==> src/design/fdc_pkg.sv <==
// Package for the fractional divider calculator: widths, reset value,
// payload structs and the pipeline word carried between divider stages.
// No dependencies.
`timescale 1ns / 1ps
`default_nettype none

package fdc_pkg;

   localparam int unsigned FREQ_BITS       = 32;
   localparam int unsigned SELECT_BITS     = 8;
   localparam int unsigned INDEX_BITS      = 2;
   localparam int unsigned INT_BITS        = 31;
   localparam int unsigned FRACTION_BITS   = 24;
   // quotient bits resolved in each divider stage
   localparam int unsigned STEPS_PER_STAGE = 2;
   localparam int unsigned QUOT_STEPS      = INT_BITS + FRACTION_BITS;
   localparam int unsigned DIV_STAGES      =
      (QUOT_STEPS + STEPS_PER_STAGE - 1) / STEPS_PER_STAGE;
   localparam int unsigned WORK_BITS       = DIV_STAGES * STEPS_PER_STAGE;

   localparam logic [FREQ_BITS-1:0]   VCO_RESET      = 32'd2500000000;
   localparam logic [SELECT_BITS-1:0] MAX_SELECT     = 8'd3;
   localparam logic [INDEX_BITS-1:0]  OVERFLOW_INDEX = 2'd2;

   typedef logic [WORK_BITS-1:0] work_type;

   typedef struct packed {
      logic [FREQ_BITS-1:0]   out_frequency;
      logic [SELECT_BITS-1:0] out_select;
   } req_type;

   typedef struct packed {
      logic [INDEX_BITS-1:0]    out_index;
      logic [INT_BITS-1:0]      integer_part;
      logic [FRACTION_BITS:0]   fraction_part;
      logic                     divide_error;
   } rsp_type;

   // work holds the unconsumed dividend bits on top and quotient bits below
   typedef struct packed {
      logic [FREQ_BITS-1:0]  divisor;
      logic [FREQ_BITS-1:0]  remainder;
      work_type              work;
      logic [INDEX_BITS-1:0] out_index;
   } div_type;

   function automatic logic [INDEX_BITS-1:0] pick_index(input logic [SELECT_BITS-1:0] sel);
      logic [INDEX_BITS-1:0] idx;
      if (sel > MAX_SELECT) begin
         idx = OVERFLOW_INDEX;
      end else begin
         idx = sel[INDEX_BITS-1:0];
      end
      return idx;
   endfunction

endpackage

`default_nettype wire

==> src/design/fdc_round.sv <==
// Final stage: rounds the fraction half up, handles a zero divisor and
// holds the result register. Depends on fdc_pkg.
`timescale 1ns / 1ps
`default_nettype none

module fdc_round (
   input  wire logic            clock,
   input  wire logic            reset,
   input  wire logic            advance,
   input  wire logic            in_valid,
   input  wire fdc_pkg::div_type in_data,
   output logic                 out_valid,
   output fdc_pkg::rsp_type     out_data
);

   logic                           valid_ff;
   fdc_pkg::rsp_type               data_ff;
   fdc_pkg::rsp_type               data_in;
   logic [fdc_pkg::FREQ_BITS:0]    round_sum;
   logic                           round_up;

   always_comb begin
      // remainder plus half the divisor reaching the divisor rounds up
      round_sum = {1'b0, in_data.remainder} + {2'b00, in_data.divisor[fdc_pkg::FREQ_BITS-1:1]};
      round_up  = (round_sum >= {1'b0, in_data.divisor});
      data_in.out_index = in_data.out_index;
      if (in_data.divisor == '0) begin
         data_in.integer_part  = '0;
         data_in.fraction_part = '0;
         data_in.divide_error  = 1'b1;
      end else begin
         data_in.integer_part  = in_data.work[fdc_pkg::FRACTION_BITS +: fdc_pkg::INT_BITS];
         data_in.fraction_part = {1'b0, in_data.work[fdc_pkg::FRACTION_BITS-1:0]}
                               + {{fdc_pkg::FRACTION_BITS{1'b0}}, round_up};
         data_in.divide_error  = 1'b0;
      end
   end

   always_ff @(posedge clock) begin
      if (reset) begin
         valid_ff <= 1'b0;
      end else if (advance) begin
         valid_ff <= in_valid;
      end
   end

   always_ff @(posedge clock) begin
      if (advance) begin
         data_ff <= data_in;
      end
   end

   assign out_valid = valid_ff;
   assign out_data  = data_ff;

endmodule

`default_nettype wire

==> config.mk <==
export PLATFORM = sky130hd
export DESIGN_NAME = fdc_round
export DESIGN_NICKNAME = d
export VERILOG_FILES = /design/src/design/fdc_pkg.sv /design/src/design/fdc_round.sv
export SDC_FILE = /design/constraint.sdc
export NUM_CORES = 1
export LEC_CHECK = 0
export ABC_AREA = 1
export BUFFER_PORTS_ARGS = -buffer_cell sky130_fd_sc_hd__buf_2
export CAP_MARGIN = 20
export CORE_MARGIN = 2
export CORE_UTILIZATION = 47
export DETAILED_ROUTE_END_ITERATION = 12
export PLACE_DENSITY = 0.85
export SYNTH_ARGS = -nofsm -noshare
export SYNTH_HDL_FRONTEND = slang
export SYNTH_SLANG_ARGS = --single-unit
==> constraint.sdc <==
create_clock -name clock -period 4.9 [get_ports clock]
set_input_delay 0.98 -clock clock [delete_from_list [all_inputs] [get_ports clock]]
set_output_delay 0.98 -clock clock [all_outputs]
set_load 0.1 [all_outputs]
Yosys cells after proc, flatten, opt, wreduce, memory -nomap -nowiden:

Index checks and enable logic that the tools add are counted.

* output and inout bits: 60
* register bits: 60

* add/subtract/negate cells: 2
* muxes and demuxes: 1
* reduce and logical (&&, ||, !) cells: 1
* $lt $le $gt $ge: 1

Operator list (number)
* $add A32 B31 Y33: 1
* $ge A33 B32 Y1: 1
* $logic_not A32 Y1: 1
* $add A24 B1 Y25: 1
* $mux W1: 1

Logic depth before layout (Yosys ltp):

* depth in word-level cells: 3
* mapped depth: 38
* depth with buffers taken out: 38

Least setup slack after synthesis:

No wires, ideal clock.

* path type: input-to-reg
* start point: input port in_data[58] (netlist bit)
* end point: register data_ff (netlist bit out_data[21]), data pin
* data arrival time: 4.846 ns
* required time: 4.647 ns
* path buffers: 0
* slack: -0.199 ns
* cell stages on the path: 30
* cell sequence: ha_1 -> inv_1 -> fa_1 -> o21ai_1 -> a21oi_1 -> o21ai_1 -> a21oi_1 -> o21ai_0 -> xor2_1 -> ha_1 -> nand2_1 -> inv_1 -> nand3_1 -> nor4_1 -> a31o_2 -> nor2_1 -> nand2_1 -> ha_1 -> ha_1 -> nand3_2 -> nor2_4 -> nand2_2 -> nor2_4 -> nand2_2 -> nor3b_4 -> nand2_2 -> nor2_4 -> nand3_2 -> nor2_1 -> nor2_1

* word-level cells in the longest chain between the ends: 3

Ends and longest elaborated chain
* from (decl): line fdc_round.sv:11 `input wire fdc_pkg::div_type in_data,`
* $add A32 B31 Y33: line fdc_round.sv:24 `round_sum = {1'b0, in_data.remainder} + {2'b00, in_data.divisor[fdc_pkg::FREQ_BITS-1:1]};`
* $ge A33 B32 Y1: line fdc_round.sv:25 `round_up = (round_sum >= {1'b0, in_data.divisor});`
* $add A24 B1 Y25: line fdc_round.sv:34 `+ {{fdc_pkg::FRACTION_BITS{1'b0}}, round_up};`
* to (signal assigned): line fdc_round.sv:49 `data_ff <= data_in;`
* to (decl): line fdc_round.sv:17 `fdc_pkg::rsp_type data_ff;`

No other way between the ends.
A chain may end at the register's enable or synchronous reset.

Worst setup path in the final report:

* start point: input port in_data[91] (netlist bit)
* end point: register data_ff (netlist bit out_data[11]), data pin

* word-level cells in the longest chain between the ends: 3
* elaborated cells between the ends (all ways): 4

Ends and longest elaborated chain (line)
* $add A32 B31 Y33: fdc_round.sv:24
* $ge A33 B32 Y1: fdc_round.sv:25
* $add A24 B1 Y25: fdc_round.sv:34

Parallel ways exist; a longest one is shown, timed or not.

==> impl_metrics.ini <==
[floorplanning]
initial_core_util_pct = 48.5
dieHeight_um = 110
die_w_um = 110
io-pin-count = 186
row_count = 38
dieArea_um2 = 12100
core-area_um2 = 10900

[pwr]
switching_power_w = 0.00102
p_int_w = 0.00142
peakVddDrop_mv = 0.331
pwr-share-clk_pct = 26.9
cellPowerDensity_nw_per_um2 = 291
p_sw_share_pct = 41.8
pwr-share-comb_pct = 47.4
leakage_nw = 4.33
seqPwrFrac_pct = 25.7

[drt]
antenna_left = 0
wl_per_cell_um = 17.2
top_layer_used = met4
drc = 0
first_pass_iters = 5
wl_met1_mm = 7.41
first_iter_violations = 580
vias_per_cell = 5.40
wl_met2_mm = 10.2
wl_mm = 20.5
wl_met3_mm = 1.81
vias = 6426

[run_status]
status = finished, violations left
violations = negative setup slack

[worst_setup_path]
timing.rr.end = out_valid$_SDFFE_PP0P_
r2r_start = out_valid$_SDFFE_PP0P_
crit_fanout = 3
r2r_slack_ns = 4.31
crit_path_top_delay_cell = fa_2
rr_worst_depth = 2
crit_top_cell = nand2_1
crit_type = input pin to flip-flop
cp-endpoint = out_data[11]$_SDFFCE_PP0P_
cp.arrival_ns = 5.30
startpoint_type = input pin
end_kind = flip-flop
slowest_delay_ns = 0.38
required_ns = 4.96
cp-startpoint = in_data[91]

[grt]
antenna_found_initial = 3
grt_usage_pct = 29.6
grt_pass1_vias = 5959
grt_max_degree = 61
overflow = 0
grt_first_pass_wirelength_mm = 27.6

[logic_synthesis]
synth_xor_xnor_area_share_pct = 5.78
synth.area.top_cells = edfxtp_1 33%, ha_1 16%, inv_1 8.9%
synth_top_family_by_area = simple AND/OR/NAND/NOR gates
synth_area_um2 = 5300
synth_cell_types = 38
ys_ff_latch = 60
postSynthAreaPerCell_um2 = 7.75
synthesis.nets = 877
ys.flop_type = edfxtp_1
yosysTopAreaCell = edfxtp_1
synth_top_cells_by_count = 125 x inv_1, 109 x nand2_1, 86 x nor2_1
yosys.area.top_type_share_pct = 33.4
synth_adder_area_share_pct = 16.0
synthMostInstantiatedCell = inv_1
synth_edf_count = 59
yosys_warnings = 0
synthMuxAreaShare_pct = 0.189
synthArstFlopShare_pct = 0
ys_seq_area_share_pct = 33.8
synth_compound_area_share_pct = 13.8
synth-simple-area-share_pct = 21.3
synthCells = 684

[clock_tree]
cts_root_buf = clkbuf_16
cts_buffers = 9
clock-sinks = 60
insertion_delay_ns = 0.34
clockBufferDepth = 2
clk_pin_slew_ns = 0.06
h-tree-depth = 3
hold_buffers = 0
tritoncts = yes

[finish]
multi_input_area_um2 = 3420
final_core_util_pct = 76.6
drive_gt1_share_pct = 43.0
syn2layout_area_growth_pct = 58.0
seq_area_um2 = 1790
final_cells = 1190
finish.net_count = 1235
fillers = 690

[timing]
fin_crit_sh_pct = 107
rsz0062_at_grt = true
worst_pin_slew_ns = 0.793
finalWorstSetupSlack_ns = -0.344
fmax_mhz = 191
hold_viol = 0
finalClockSkew_ns = 0
finalCriticalPeriod_ns = 5.24
slew_headroom_pct = 47.1
slew_violations = 0
setup_viol = 17

[placed_design]
numPortBuffers = 184
place_inst = 1148
place.detailed.hpwl_mm = 14.0
gp_congestion = 0.982

[run]
max_cap_violations = 0

[worst_hold_path]
whs_path_depth = 2
hold_class = flip-flop to flip-flop
==> sequential cells by signal, indices dropped and copies added (netlist names) <==
| name | cells |
|---|---|
| out_valid | 1 |
| out_data | 59 |
==> critical path: cells and delay by family <==
kind                       cells  cell delay (ns)
adders and majority gates      5             1.19
and+or+nand+nor               14             0.95
buffers and inverters          8             0.84
AOI/OAI and AO/OA              7             1.04
xor gates and xnor gates       2             0.28
==> power by group through the flow <==
| stage | sequential [W] | clock [W] | combinational (W) |
|---|---|---|---|
| after floorplan | 0.000942 | 0 | 0.000347 |
| after global placement | 0.000631 | 0 | 0.000989 |
| after detailed placement | 0.000636 | 0 | 0.00101 |
| after CTS | 0.000626 | 0.000637 | 0.00106 |
| after global routing | 0.000631 | 0.000673 | 0.00123 |
| final | 0.000627 | 0.000654 | 0.00115 |
==> stage by stage <==
step	setup WS, ns	hold slack, ns	TNS [ns]	instance area, µm²	power (W)
after detailed placement	-0.805	0.510	-8.62	7510	0.00165
after CTS	-0.211	0.524	-0.927	8050	0.00232
after global routing	-0.608	0.548	-7.24	8380	0.00254
after global placement	-0.624	0.470	-5.93	7510	0.00162
final	-0.344	0.523	-3.25	8380	0.00244
after floorplan	-0.0307	0.971	-0.0307	5340	0.00129
==> cell families (layout without fill, tap and decap cells) <==
kind of cell,count (synthesis),after routing
AOI/OAI and AO/OA,132,132
xor gates and xnor gates,35,35
adders and majority gates,67,67
buffers and inverters,130,493
DFF,60,60
muxes,1,1
other,0,3
and+or+nand+nor,259,259
==> what timing repair did <==
| action | in CTS | in global routing |
|---|---|---|
| pin swaps | 37 | 39 |
| resized for setup | 37 | 55 |
| setup endpoints to repair | 13 | 21 |
| endpoints found under the hold margin | 0 | 0 |
| buffers inserted | 11 | 14 |
==> worst min path at each step <==
stage,from,endpoint,slack [ns]
after floorplan,out_valid$_SDFFE_PP0P_,out_valid$_SDFFE_PP0P_,0.97
after global placement,out_valid$_SDFFE_PP0P_,out_valid$_SDFFE_PP0P_,0.47
after detailed placement,out_valid$_SDFFE_PP0P_,out_valid$_SDFFE_PP0P_,0.51
after CTS,out_valid$_SDFFE_PP0P_,out_valid$_SDFFE_PP0P_,0.52
after global routing,out_valid$_SDFFE_PP0P_,out_valid$_SDFFE_PP0P_,0.55
final,out_valid$_SDFFE_PP0P_,out_valid$_SDFFE_PP0P_,0.52
==> routing by layer <==
metal	global-route usage, %	vias to the layer above
li1	-	3015
met1	32.9	2885
met2	53.5	427
met3	5.82	99
met4	15.2	0
met5	0	-
==> area by class of cell <==
type / instances / share of cell area [%]
inverters: 125 / 5.60
repair buffers: 352 / 26.5
flip-flops and latches: 60 / 21.4
well taps: 140 / 2.09
clock buffers: 9 / 2.69
multi-input cells: 494 / 40.8
clock inverters: 7 / 0.896
diodes: 3 / 0.0896
==> cells in the final DEF, fill, tap and decap left out, types with 8 or more instances in the layout <==
master,n
o21ai_0,23
nand3_1,17
buf_4,163
nor2_4,8
nor4_1,10
xor2_1,22
nor2_2,9
nor2_1,73
nand2_2,11
nand4_1,9
xnor2_1,13
ha_1,57
ha_4,9
nand2_1,101
buf_2,182
inv_1,121
edfxtp_1,59
o21ai_1,9
a21oi_2,18
a21oi_1,47
clkbuf_16,9
nor3_1,10
Power figures use the tool's default switching activity.
