--- src/design/fdc_pkg.sv ---
// Package for the fractional divider calculator: widths, reset value,
// payload structs and the pipeline word carried between divider stages.
// No dependencies.
`timescale 1ns / 1ps
`default_nettype none

package fdc_pkg;

   localparam int unsigned FREQ_BITS       = 32;
   localparam int unsigned SELECT_BITS     = 8;
   localparam int unsigned INDEX_BITS      = 2;
   localparam int unsigned INT_BITS        = 31;
   localparam int unsigned FRACTION_BITS   = 24;
   // quotient bits resolved in each divider stage
   localparam int unsigned STEPS_PER_STAGE = 2;
   localparam int unsigned QUOT_STEPS      = INT_BITS + FRACTION_BITS;
   localparam int unsigned DIV_STAGES      =
      (QUOT_STEPS + STEPS_PER_STAGE - 1) / STEPS_PER_STAGE;
   localparam int unsigned WORK_BITS       = DIV_STAGES * STEPS_PER_STAGE;

   localparam logic [FREQ_BITS-1:0]   VCO_RESET      = 32'd2500000000;
   localparam logic [SELECT_BITS-1:0] MAX_SELECT     = 8'd3;
   localparam logic [INDEX_BITS-1:0]  OVERFLOW_INDEX = 2'd2;

   typedef logic [WORK_BITS-1:0] work_type;

   typedef struct packed {
      logic [FREQ_BITS-1:0]   out_frequency;
      logic [SELECT_BITS-1:0] out_select;
   } req_type;

   typedef struct packed {
      logic [INDEX_BITS-1:0]    out_index;
      logic [INT_BITS-1:0]      integer_part;
      logic [FRACTION_BITS:0]   fraction_part;
      logic                     divide_error;
   } rsp_type;

   // work holds the unconsumed dividend bits on top and quotient bits below
   typedef struct packed {
      logic [FREQ_BITS-1:0]  divisor;
      logic [FREQ_BITS-1:0]  remainder;
      work_type              work;
      logic [INDEX_BITS-1:0] out_index;
   } div_type;

   function automatic logic [INDEX_BITS-1:0] pick_index(input logic [SELECT_BITS-1:0] sel);
      logic [INDEX_BITS-1:0] idx;
      if (sel > MAX_SELECT) begin
         idx = OVERFLOW_INDEX;
      end else begin
         idx = sel[INDEX_BITS-1:0];
      end
      return idx;
   endfunction

endpackage

`default_nettype wire

--- src/design/fdc_div_stage.sv ---
// One divider pipeline stage: fdc_pkg::STEPS_PER_STAGE restoring compare-and-subtract steps.
// Depends on fdc_pkg.
`timescale 1ns / 1ps
`default_nettype none

module fdc_div_stage (
   input  wire logic            clock,
   input  wire logic            reset,
   input  wire logic            advance,
   input  wire logic            in_valid,
   input  wire fdc_pkg::div_type in_data,
   output logic                 out_valid,
   output fdc_pkg::div_type     out_data
);

   logic                           valid_ff;
   fdc_pkg::div_type               data_ff;
   fdc_pkg::div_type               data_in;
   logic [fdc_pkg::FREQ_BITS:0]    trial   [fdc_pkg::STEPS_PER_STAGE];
   logic [fdc_pkg::FREQ_BITS:0]    diff    [fdc_pkg::STEPS_PER_STAGE];
   logic [fdc_pkg::FREQ_BITS-1:0]  rem_s   [fdc_pkg::STEPS_PER_STAGE+1];
   fdc_pkg::work_type              work_s  [fdc_pkg::STEPS_PER_STAGE+1];

   always_comb begin
      rem_s[0]  = in_data.remainder;
      work_s[0] = in_data.work;
      for (int s = 0; s < int'(fdc_pkg::STEPS_PER_STAGE); s++) begin
         // shift in the next dividend bit and try to subtract
         trial[s] = {rem_s[s], work_s[s][fdc_pkg::WORK_BITS-1]};
         diff[s]  = trial[s] - {1'b0, in_data.divisor};
         if (!diff[s][fdc_pkg::FREQ_BITS]) begin
            rem_s[s+1]  = diff[s][fdc_pkg::FREQ_BITS-1:0];
            work_s[s+1] = {work_s[s][fdc_pkg::WORK_BITS-2:0], 1'b1};
         end else begin
            rem_s[s+1]  = trial[s][fdc_pkg::FREQ_BITS-1:0];
            work_s[s+1] = {work_s[s][fdc_pkg::WORK_BITS-2:0], 1'b0};
         end
      end
      data_in           = in_data;
      data_in.remainder = rem_s[fdc_pkg::STEPS_PER_STAGE];
      data_in.work      = work_s[fdc_pkg::STEPS_PER_STAGE];
   end

   always_ff @(posedge clock) begin
      if (reset) begin
         valid_ff <= 1'b0;
      end else if (advance) begin
         valid_ff <= in_valid;
      end
   end

   always_ff @(posedge clock) begin
      if (advance) begin
         data_ff <= data_in;
      end
   end

   assign out_valid = valid_ff;
   assign out_data  = data_ff;

endmodule

`default_nettype wire

--- config.mk ---
export PLATFORM = sky130hd
export DESIGN_NAME = fdc_div_stage
export DESIGN_NICKNAME = d
export VERILOG_FILES = /design/src/design/fdc_pkg.sv /design/src/design/fdc_div_stage.sv
export SDC_FILE = /design/constraint.sdc
export NUM_CORES = 1
export LEC_CHECK = 0
export BUFFER_PORTS_ARGS = -buffer_cell sky130_fd_sc_hd__buf_2
export CORE_ASPECT_RATIO = 1.2
export CORE_MARGIN = 4
export CORE_UTILIZATION = 56
export DETAILED_ROUTE_END_ITERATION = 8
export GPL_TIMING_DRIVEN = 0
export PLACE_DENSITY = 0.94
export SYNTH_ARGS = -nofsm -noshare
export SYNTH_HDL_FRONTEND = slang
export SYNTH_SLANG_ARGS = --single-unit
--- constraint.sdc ---
create_clock -name clock -period 15.7 [get_ports clock]
set_input_delay 1.57 -clock clock [delete_from_list [all_inputs] [get_ports clock]]
set_output_delay 1.57 -clock clock [all_outputs]
set_load 0.1 [all_outputs]
Yosys cells after proc, flatten, opt, wreduce, memory -nomap -nowiden
Index checks and enable logic that the tools add are counted.
Word-level totals
  word-level logic and storage cells: 11
  memories: 0
  latch bits: 0
  memory bits (writable): 0
  register bits after elaboration: 123
  bits in read-only memories: 0
  input port bits: 126
  output and inout port bits: 123
Cells by class
  shifts and indexed selects: 0
  multipliers: 0
  div/mod/pow operators: 0
  reductions and logical operators: 0
  $lt $le $gt $ge: 0
  add/sub/neg operators: 2
  multiplexer cells: 4
  bitwise logic cells: 0
  equality and inequality tests: 0
Operators with widths (number)
  33-bit by 32-bit subtractor with 33-bit output: 2
  32-bit two-way mux: 2
  1-bit two-way mux: 2

Logic depth before layout (Yosys ltp)
Gate-level depths: netlist of the first run.
  depth in word-level cells: 4
  mapped depth: 27
  gate-level depth less buffers: 25

Worst setup path before layout of the first run
Ideal clock, no wire load.
  path kind: input to register
  start: in in_data[57] (netlist name)
  end: reg data_ff (netlist bit out_data[62]) (data pin)
  data required time: 15.440 ns
  setup time: 0.260 ns
  stages: 26
  data arrival time: 6.731 ns
  path slack: 8.709 ns
  path buffers: 3
  cells stage by stage: inv_1 > ha_1 > inv_1 > fa_1 > a211oi_2 > o21ai_1 > a211oi_2 > o21ai_2 > a31oi_2 > o211ai_1 > o211ai_2 > buf_2 > buf_2 > mux2_2 > ha_1 > nor2b_1 > o21bai_1 > a21oi_1 > o2111ai_1 > a211oi_1 > a21o_1 > a31oi_1 > o31a_1 > xnor2_2 > buf_6 > mux2_4
RTL lines
  start: declaration: RTL line fdc_div_stage.sv:11  | input wire fdc_pkg::div_type in_data,
  end signal: assignment: RTL line fdc_div_stage.sv:54  | data_ff <= data_in;
  end: declaration: RTL line fdc_div_stage.sv:17  | fdc_pkg::div_type data_ff;

==> results of run 1 <==
[layer usage]
layer  part of all wire (%)  global-route usage (%)  wire [um]
met1                     36                    28.5       7940
met2                     53                    49.7      11600
met4                    3.9                    13.8        870
met5                      0                       0          0
met3                    7.7                    6.02       1710
[state kept, by name, summed over array words and instances, names as in the netlist]
name and cells:
out_data 122, out_valid 1
[logic make-up after synthesis]
logic type	Yosys count	share of synthesized area (%)
AOI/OAI and AO/OA	209	17.5
muxes	41	7.03
adders and majority gates	66	10.7
xor gates and xnor gates	54	6.12
and+or+nand+nor	132	7.99
buffers and inverters	70	3.75
DFF	123	46.9
[cell type report]
type,count,area (sq um)
inverters,48,180
clock buffers,18,429
well taps,171,214
multi-input cells,502,3870
diodes,5,12.5
fillers,957,3840
clock inverters,14,145
flip-flops and latches,123,3680
plain buffers,22,114
repair buffers,249,1270
[power by group]
part           switching, uW  internal [uW]
sequential              13.2            431
combinational            621            248
clock                    150            233
[final timing paths]
| check | start | to |
|---|---|---|
| worst max register to register | out_valid | out_valid |
| worst min register to register | out_valid | out_valid |
| worst min-delay path | out_valid | out_valid |
| worst max-delay path | in_data[57] | out_data[66] |
[through the flow]
step | setup slack, ns | instance area (sq um) | instances
floorplan | 8.71 | 7850 | 695
global placement | 7.32 | 9310 | 1114
detailed placement | 7.19 | 9340 | 1115
global route | 7.12 | 9920 | 1150
finish | 7.44 | 9920 | 1152
CTS | 7.51 | 9910 | 1147
[worst min-delay path, stage by stage (launching register included)]
cell     delay (ns)
dfxtp_1        0.35
mux2i_1        0.09
nor2_1         0.08
[layout by cell type, fill, tap and decap left out, drive strengths merged, types with 3 or more instances in the layout]
master      n
a2111oi     4
a21oi      54
a211oi      6
nand3       4
xor2       13
nor3       10
inv        50
o21a       13
a31oi       9
ha         64
nand2b     11
mux2i       6
clkinvlp    3
and2        3
a21o       38
buf       259
nand4       7
and3        6
o21ai      43
diode       5
edfxtp    122
nor2       28
or3         3
clkinv      7
o21bai     10
xnor2      41
nor2b       7
nand2      48
clkbuf     30
o211ai     10
mux2       35
==> metrics.txt, run 1 <==
critical path depth 27; top-area cell type share of the netlist area 46.7%; Largest stage delay, worst path 0.44 ns; count leader, synth edfxtp_1; Die Y 138 um; VDD IR max 114 uV; Post-synth ARST share 0%; Max-slew headroom 42.3%; WP data arrival 8.42 ns; Final Util 72.1%; synth warn 0; Tightest Pin Transition 0.855 ns; clock latency at the later pin of the worst-skew pair 0.41 ns; htree depth 4; Syn Area/Cell 11.3 sq um; Worst Path Buf+Inv 6; unique cell type count in the Yosys netlist 59; number of synthesized flops with an enable pin 122; post-synthesis cell count 695; placer congestion estimate 0.909; #FFs+latches synth 123; Vias 6,758; Worst Hold Class reg -> reg; die width 116 um; Via density 5.87; CTS tree done; Max Clk Rate 121 MHz; Area growth, synth to finish 26.4%; largest net degree at the start of global routing 74; post-DR wirelength/cell 19.2 um; status completed; CTS resizes 0; Setup-failing EPs final 0; fin nets 1,155; Area contributors post-synth edfxtp_1 (47%), ha_1 (10%), mux2_4 (5.0%); Synth Cell Area 7850 sq um; top cells by count, synth edfxtp_1 (122), ha_1 (64), a21oi_1 (54), inv_1 (48), nand2_1 (48); CTS Buffer Depth 2; DR pass1 iterations 7; total grt overflow 0; total global-route track usage 27.0%; WHS Path Cells 2; Layout Skew 0 ns; delay-heaviest family, CP compound AO/OA/AOI/OAI gates; R2R Setup Slk 15.05 ns; crit start category primary input; cell mode on critical path buf_2; hold_buf cts 0; post-layout minimum cycle time 8.26 ns; Clock Pin Slew Worst Setup and Hold Paths 0.05 ns; Final Cycle Share 52.6%; post-route ant nets 0; Crit Path Class in -> reg; Setup Fix Bufs, Post-CTS 0; std cell rows 47; vias in the first global route 6,774; drc violations 0; Register-to-Register Path Depth 2; layout cells sized above 1 34.0%; Leak 0.00461 uW; antenna violations before repair 3; Pwr Total 1700 uW; Power Density 171 nW/um^2; CP endpoint kind flip-flop; biggest area consumer among synthesized cells edfxtp_1; Post-DP HPWL 16,700 um; Worst Path Required 15.86 ns; DIE AREA 16,000 sq um; fin. max-slew vios 0; Top FF cell, synth edfxtp_1; first-pass GRT wire length 33,100 um; initial drt markers 401; Final Hold Vio Count 0; slowest stage cell, crit path fa_1; Num CTS Buffers 17; PortBufs 248; RSZ-0062 raised after global routing no; Syn Nets 887; sequential-to-total area share from yosys stat 46.9%; Max-Cap Viols 0; Routed WL 22,100 um; clock root buffer master clkbuf_16; # clock sinks 123; Ports 249; hold slack 0.559 ns; Core Region 13,800 sq um; Post-Route Setup TNS 0 ns; Initial Utilization 57.0%; Critical Path Fanout Max 10
(Power assumes the default switching activity.)
==> run 2, diff against run 1 <==
Settings changed: CORE_UTILIZATION 56 to 52, PLACE_DENSITY 0.94 to 0.88.
Clock period 15.7 ns to 7.7 ns, I/O delays scaled along.
==> run 2 against run 1 <==
Compared with the run above:
- critical path depth unchanged
- global-route usage shrank 2.6 points
- worst setup slack lost 6.9 ns
- total power grew 100%
- count of clock-buffer cells in the layout unchanged
- hold slack got worse by 0.036 ns
- clock power rose by 99%
- via count decreased by 3.5%
- wire length down 5.3%
- register-to-register slack got worse by 7.9 ns
==> metrics.txt, run 2 (same netlist as run 1, synthesis figures left out) <==
status completed; total global-route track usage 24.4% (-2.6 points); Placed Area 9380 sq um (+0.43%); switching power 1580 uW (+100%); Routed WL 21,000 um (-5.3%); Setup-failing EPs final 0 (unchanged); largest net degree at the start of global routing 94 (+27%); Worst Path Required 7.87 ns (-7.99 ns); Worst Hold Class reg -> reg; Vias 6,519 (-3.5%); Post-Layout Cell Count 1,181 (+2.5%); Seq pwr share 26.4% (+0.2 points); layout cells sized above 1 34.1% (+0.10 points); Final Cycle Share 93.1%; Area growth, synth to finish 26.8%; fin nets 1,155 (unchanged); Core Region 14,600 sq um (+6.1%); Via density 5.52 (-5.9%); Power Internal 1830 uW (+100%); Fillers 1,095 (+14%); VDD IR max 195 uV (+71%); post-route cell area 9950 sq um (+0.30%); Initial Utilization 53.8% (-3.3 points); CTS tree done; # clock sinks 123 (unchanged); Max-slew headroom 36.9% (-5.3 points); Pwr Total 3420 uW (+100%); post-DR wirelength/cell 17.8 um (-7.6%); max reg flops 122 (unchanged); combinational power share 51.3% (about the same); post-layout minimum cycle time 7.17 ns; Max Clk Rate 140 MHz; placer congestion estimate 0.874 (-3.8%); DIE AREA 17,100 sq um (+7.2%); crit start category primary input; Final Hold Vio Count 0 (unchanged); Power Density 344 nW/um^2 (+100%); highest-count cells in the layout ignoring fill and taps buf_2 (254), edfxtp_1 (122), ha_1 (64); Layout Skew 0 ns (unchanged); htree depth 4 (unchanged); post-route ant nets 0 (unchanged); std cell rows 48 (+2.1%); placed instance count 1,144 (+2.6%); PortBufs 248 (unchanged); die width 120 um (+3.5%); DR pass1 iterations 5 (-2); Post-Route Setup TNS 0 ns (unchanged); antenna violations before repair 4 (+1); Leak 0.00461 uW (about the same); CTS Buffer Depth 2 (unchanged); RSZ-0062 raised after global routing no; Sw Share 46.3% (+0.14 points); share of total power in the clock network 22.3% (-0.3 points); total grt overflow 0 (unchanged); clock latency at the later pin of the worst-skew pair 0.41 ns (about the same); vias in the first global route 6,696 (-1.2%); WP data arrival 7.33 ns (-1.09 ns); clock root buffer master clkbuf_16; Setup Fix Bufs, Post-CTS 0 (unchanged); first-pass GRT wire length 32,700 um (-1.1%); Critical Path Fanout Max 10 (unchanged); Max-Cap Viols 0 (unchanged); most common cell after layout, fill and taps aside buf_2; drc violations 0 (unchanged); fin. max-slew vios 0 (unchanged); Die Y 143 um (+3.6%); Ports 249 (unchanged); final worst slack 0.532 ns (-6.90 ns); dpl ws 0.143 ns (-7.05 ns); Tightest Pin Transition 0.934 ns (+0.0791 ns); CTS resizes 0 (unchanged); Num CTS Buffers 17 (unchanged); CP endpoint kind flip-flop; initial drt markers 358 (-11%); Crit Path Class in -> reg; Clock Pin Slew Worst Setup and Hold Paths 0.06 ns (about the same); Post-DP HPWL 16,200 um (-2.9%); hold_buf cts 0 (unchanged); R2R Setup Slk 7.11 ns (-7.94 ns)
## run 2: path summary, 6_finish.rpt
path,start,endpoint,cells past startpoint
hold reg to reg,out_valid,out_valid,2
hold / removal,out_valid,out_valid,2
setup / recovery,in_data[57],out_data[74],27
setup reg to reg,out_valid,out_valid,2
## run 2: critical path, stage by stage
cell and delay [ns]:
buf_2 0.12, inv_1 0.06, ha_1 0.16, inv_1 0.05
fa_1 0.43, a211oi_2 0.22, o21ai_1 0.18, a211oi_2 0.29
o21ai_2 0.14, a31oi_2 0.34, o211ai_1 0.16, o211ai_2 0.13
buf_2 0.29, buf_2 0.29, mux2_2 0.38, ha_1 0.32
nor2b_1 0.19, o21bai_1 0.12, a21oi_1 0.31, o2111ai_1 0.21
a211oi_1 0.36, a21o_1 0.30, a31oi_1 0.21, o31a_1 0.37
xnor2_2 0.36, buf_6 0.26, mux2_4 0.32
## run 2: final cells by class
type	count	area, sq um	area share [%]
inverter	48	180	1.81
clock inverter	14	135	1.36
tap	200	250	2.51
timing repair buffer	249	1270	12.8
buffer	22	114	1.14
clock buffer	18	429	4.31
antenna	5	12.5	0.126
multi-input combinational	502	3870	38.9
sequential	123	3680	37.0
## run 2: power by group through the flow
stage / sequential, uW / clock (uW) / combinational, uW
detailed placement: 915 / 0 / 1740
CTS: 903 / 776 / 1750
floorplan: 1680 / 0 / 686
finish: 902 / 762 / 1760
global route: 912 / 806 / 1850
global placement: 913 / 0 / 1720
## run 2: routing by layer
metal | routed length [um] | GRT usage [%] | up-vias | part of all wire [%]
met5 | 0 | 0 | - | 0
met4 | 849 | 14.1 | 0 | 4.0
met3 | 1650 | 6.88 | 66 | 7.9
met2 | 10700 | 43.5 | 286 | 51
met1 | 7730 | 25.7 | 3027 | 37
li1 | - | - | 3140 | -
## run 2: per-stage QoR
stage	utilization, %	hold slack, ns
CTS	68.1	0.510
global placement	64.0	0.470
detailed placement	64.2	0.513
floorplan	-	0.842
global route	68.2	0.507
finish	68.2	0.523
==> run 3, diff against run 2 <==
Settings changed: ABC_AREA set to 1, CORE_UTILIZATION 52 to 54, PLACE_DENSITY 0.88 to 0.89.
==> run 3 against run 2 <==
Compared with the run above:
- die area grew 9.6%
- flip-flop and latch count stayed put
- clock skew is the same
- worst setup slack improved by 2.0 ns
- global-route usage increased by 6.1 points
- critical path depth increased by 4
- sequential power down 2%
- largest cell class unchanged
- largest power group unchanged
- total power fell by 1.1%
- wire length is 39% higher
- core utilization up 0.22 points
- non-clock buffer count is 4 lower
- sequential share of layout area fell by 3.9 points
==> metrics.txt, run 3 <==
status completed; Tightest Pin Transition 0.726 ns (-0.208 ns); CTS Buffer Depth 2 (unchanged); synth warn 0 (unchanged); count leader, synth nand2_1; top-area cell type share of the netlist area 40.8% (-5.9 points); DR pass1 iterations 5 (unchanged); total global-route track usage 30.5% (+6.1 points); Clock Pin Slew Worst Setup and Hold Paths 0.06 ns (about the same); Ports 249 (unchanged); Post-synth ARST share 0% (unchanged); hold_buf cts 0 (unchanged); Die Y 149 um (+4.7%); CTS tree done; Worst Path Required 7.86 ns (about the same); total grt overflow 0 (unchanged); die width 126 um (+4.7%); Crit Path Class in -> reg; Syn Area/Cell 7.55 sq um (-33%); Max Clk Rate 194 MHz (+39%); Worst Path Buf+Inv 7 (+1); fin. max-slew vios 0 (unchanged); Core Region 16,300 sq um (+11%); vias in the first global route 8,576 (+28%); Area growth, synth to finish 23.9%; VDD IR max 167 uV (-14%); Setup Fix Bufs, Post-CTS 0 (unchanged); Setup-failing EPs final 0 (unchanged); Pwr Total 3380 uW (-1.1%); Power Density 304 nW/um^2 (-12%); Leak 0.00580 uW (+26%); first-pass GRT wire length 44,600 um (+36%); antenna violations before repair 0 (-4); Syn Nets 1,382 (+56%); # clock sinks 123 (unchanged); Post-DP HPWL 24,100 um (+48%); Max-slew headroom 51.6% (+15 points); Vias 9,104 (+40%); layout cells sized above 1 22.2% (-12 points); Top FF cell, synth edfxtp_1; Synth Cell Area 8980 sq um (+14%); Layout Skew 0 ns (unchanged); DIE AREA 18,800 sq um (+9.6%); biggest area consumer among synthesized cells edfxtp_1; Largest stage delay, worst path 0.43 ns (about the same); ANT cells 0 (-5); largest net degree at the start of global routing 68 (-28%); Area contributors post-synth edfxtp_1 (41%), nand2_1 (16%), ha_1 (8.9%); PortBufs 248 (unchanged); clock latency at the later pin of the worst-skew pair 0.41 ns (about the same); post-layout minimum cycle time 5.14 ns (-2.02 ns); post-route ant nets 0 (unchanged); slowest stage cell, crit path fa_1; crit start category primary input; Via density 5.41 (-2.0%); highest-count cells in the layout ignoring fill and taps nand2_1 (392), buf_2 (257), inv_1 (163); post-DR wirelength/cell 17.4 um (-2.2%); delay-heaviest family, CP simple AND/OR/NAND/NOR gates; CTS resizes 0 (unchanged); sequential-to-total area share from yosys stat 41.0% (-5.9 points); unique cell type count in the Yosys netlist 35 (-41%); clock root buffer master clkbuf_16; #FFs+latches synth 123 (unchanged); htree depth 4 (unchanged); Critical Path Fanout Max 10 (unchanged); number of synthesized flops with an enable pin 122 (unchanged); placer congestion estimate 1.02 (+17%); top cells by count, synth nand2_1 (392), inv_1 (163), nand3_1 (126), edfxtp_1 (122), nor2_1 (90); WP data arrival 5.30 ns (-2.03 ns); hold slack 0.510 ns (-0.0132 ns); Final Hold Vio Count 0 (unchanged); post-route cell area 11,100 sq um (+12%); Final Cycle Share 66.8% (-26 points); max reg flops 122 (unchanged); Placed Area 10,500 sq um (+12%); Initial Utilization 55.2% (+1.4 points); post-synthesis cell count 1,190 (+71%); initial drt markers 677 (+89%); std cell rows 51 (+6.3%); most common cell after layout, fill and taps aside nand2_1; Num CTS Buffers 17 (unchanged); fin nets 1,650 (+43%); Max-Cap Viols 0 (unchanged); CP endpoint kind flip-flop; drc violations 0 (unchanged); Worst Hold Class in -> reg; cell mode on critical path nand2_1; RSZ-0062 raised after global routing no; R2R Setup Slk 7.04 ns (-0.07 ns); Post-Route Setup TNS 0 ns (unchanged); Routed WL 29,200 um (+39%)
==> run 3: changes by cell type in the layout (fill, tap and decap cells not counted), moves of 10 or more <==
cell | previous run | this run
xnor2_1 | 40 | 3
or2_2 | 0 | 13
a21o_1 | 38 | 5
nand2b_1 | 11 | 1
a21oi_1 | 54 | 70
inv_1 | 48 | 163
nand2_1 | 48 | 392
o21a_1 | 13 | 3
mux2_4 | 26 | 0
clkbuf_1 | 13 | 1
nor2_1 | 28 | 90
nand3_1 | 4 | 126
==> run 3: logic make-up after synthesis <==
kind of cell	Yosys count	synth area share, %
multiplexers	1	0.111
flip-flops	123	41.0
buffers and inverters	183	8.20
adder cells (fa/ha/maj)	66	9.36
XOR/XNOR	24	2.34
AND/OR/NAND/NOR	671	31.7
AO/OA/AOI/OAI	122	7.27
==> run 3: path summary, 6_finish.rpt <==
kind,to,startpoint,cells past startpoint
setup / recovery,out_data[63],in_data[57],31
hold / removal,out_valid,reset,2
hold reg to reg,out_valid,out_valid,2
setup reg to reg,out_valid,out_valid,2
==> run 3: per-layer routing <==
metal | track usage, % | wire [um] | vias up
met5 | 0 | 0 | -
met3 | 4.33 | 2200 | 85
met2 | 55.2 | 14700 | 492
met4 | 12.3 | 1240 | 0
li1 | - | - | 4472
met1 | 36.4 | 11100 | 4055
==> run 3: per-stage QoR <==
stage	cells	setup WS, ns	util (%)
after global placement	1650	2.39	64.5
after CTS	1683	2.68	68.4
after floorplan	1190	3.39	-
after global routing	1683	2.26	68.4
final	1683	2.56	68.4
after detailed placement	1651	2.40	64.7
==> run 3: layout make-up <==
class | count | area [sq um]
inverter | 165 | 619
sequential | 123 | 3680
timing repair buffer | 249 | 1270
buffer | 18 | 118
tap | 212 | 265
multi-input combinational | 884 | 4560
clock buffer | 18 | 429
fill | 1405 | 5140
clock inverter | 14 | 181
==> run 3: power breakdown <==
group          switching [uW]  internal [uW]  total [uW]
logic                    1310            361        1670
registers                24.8            864         888
clock network             307            517         823
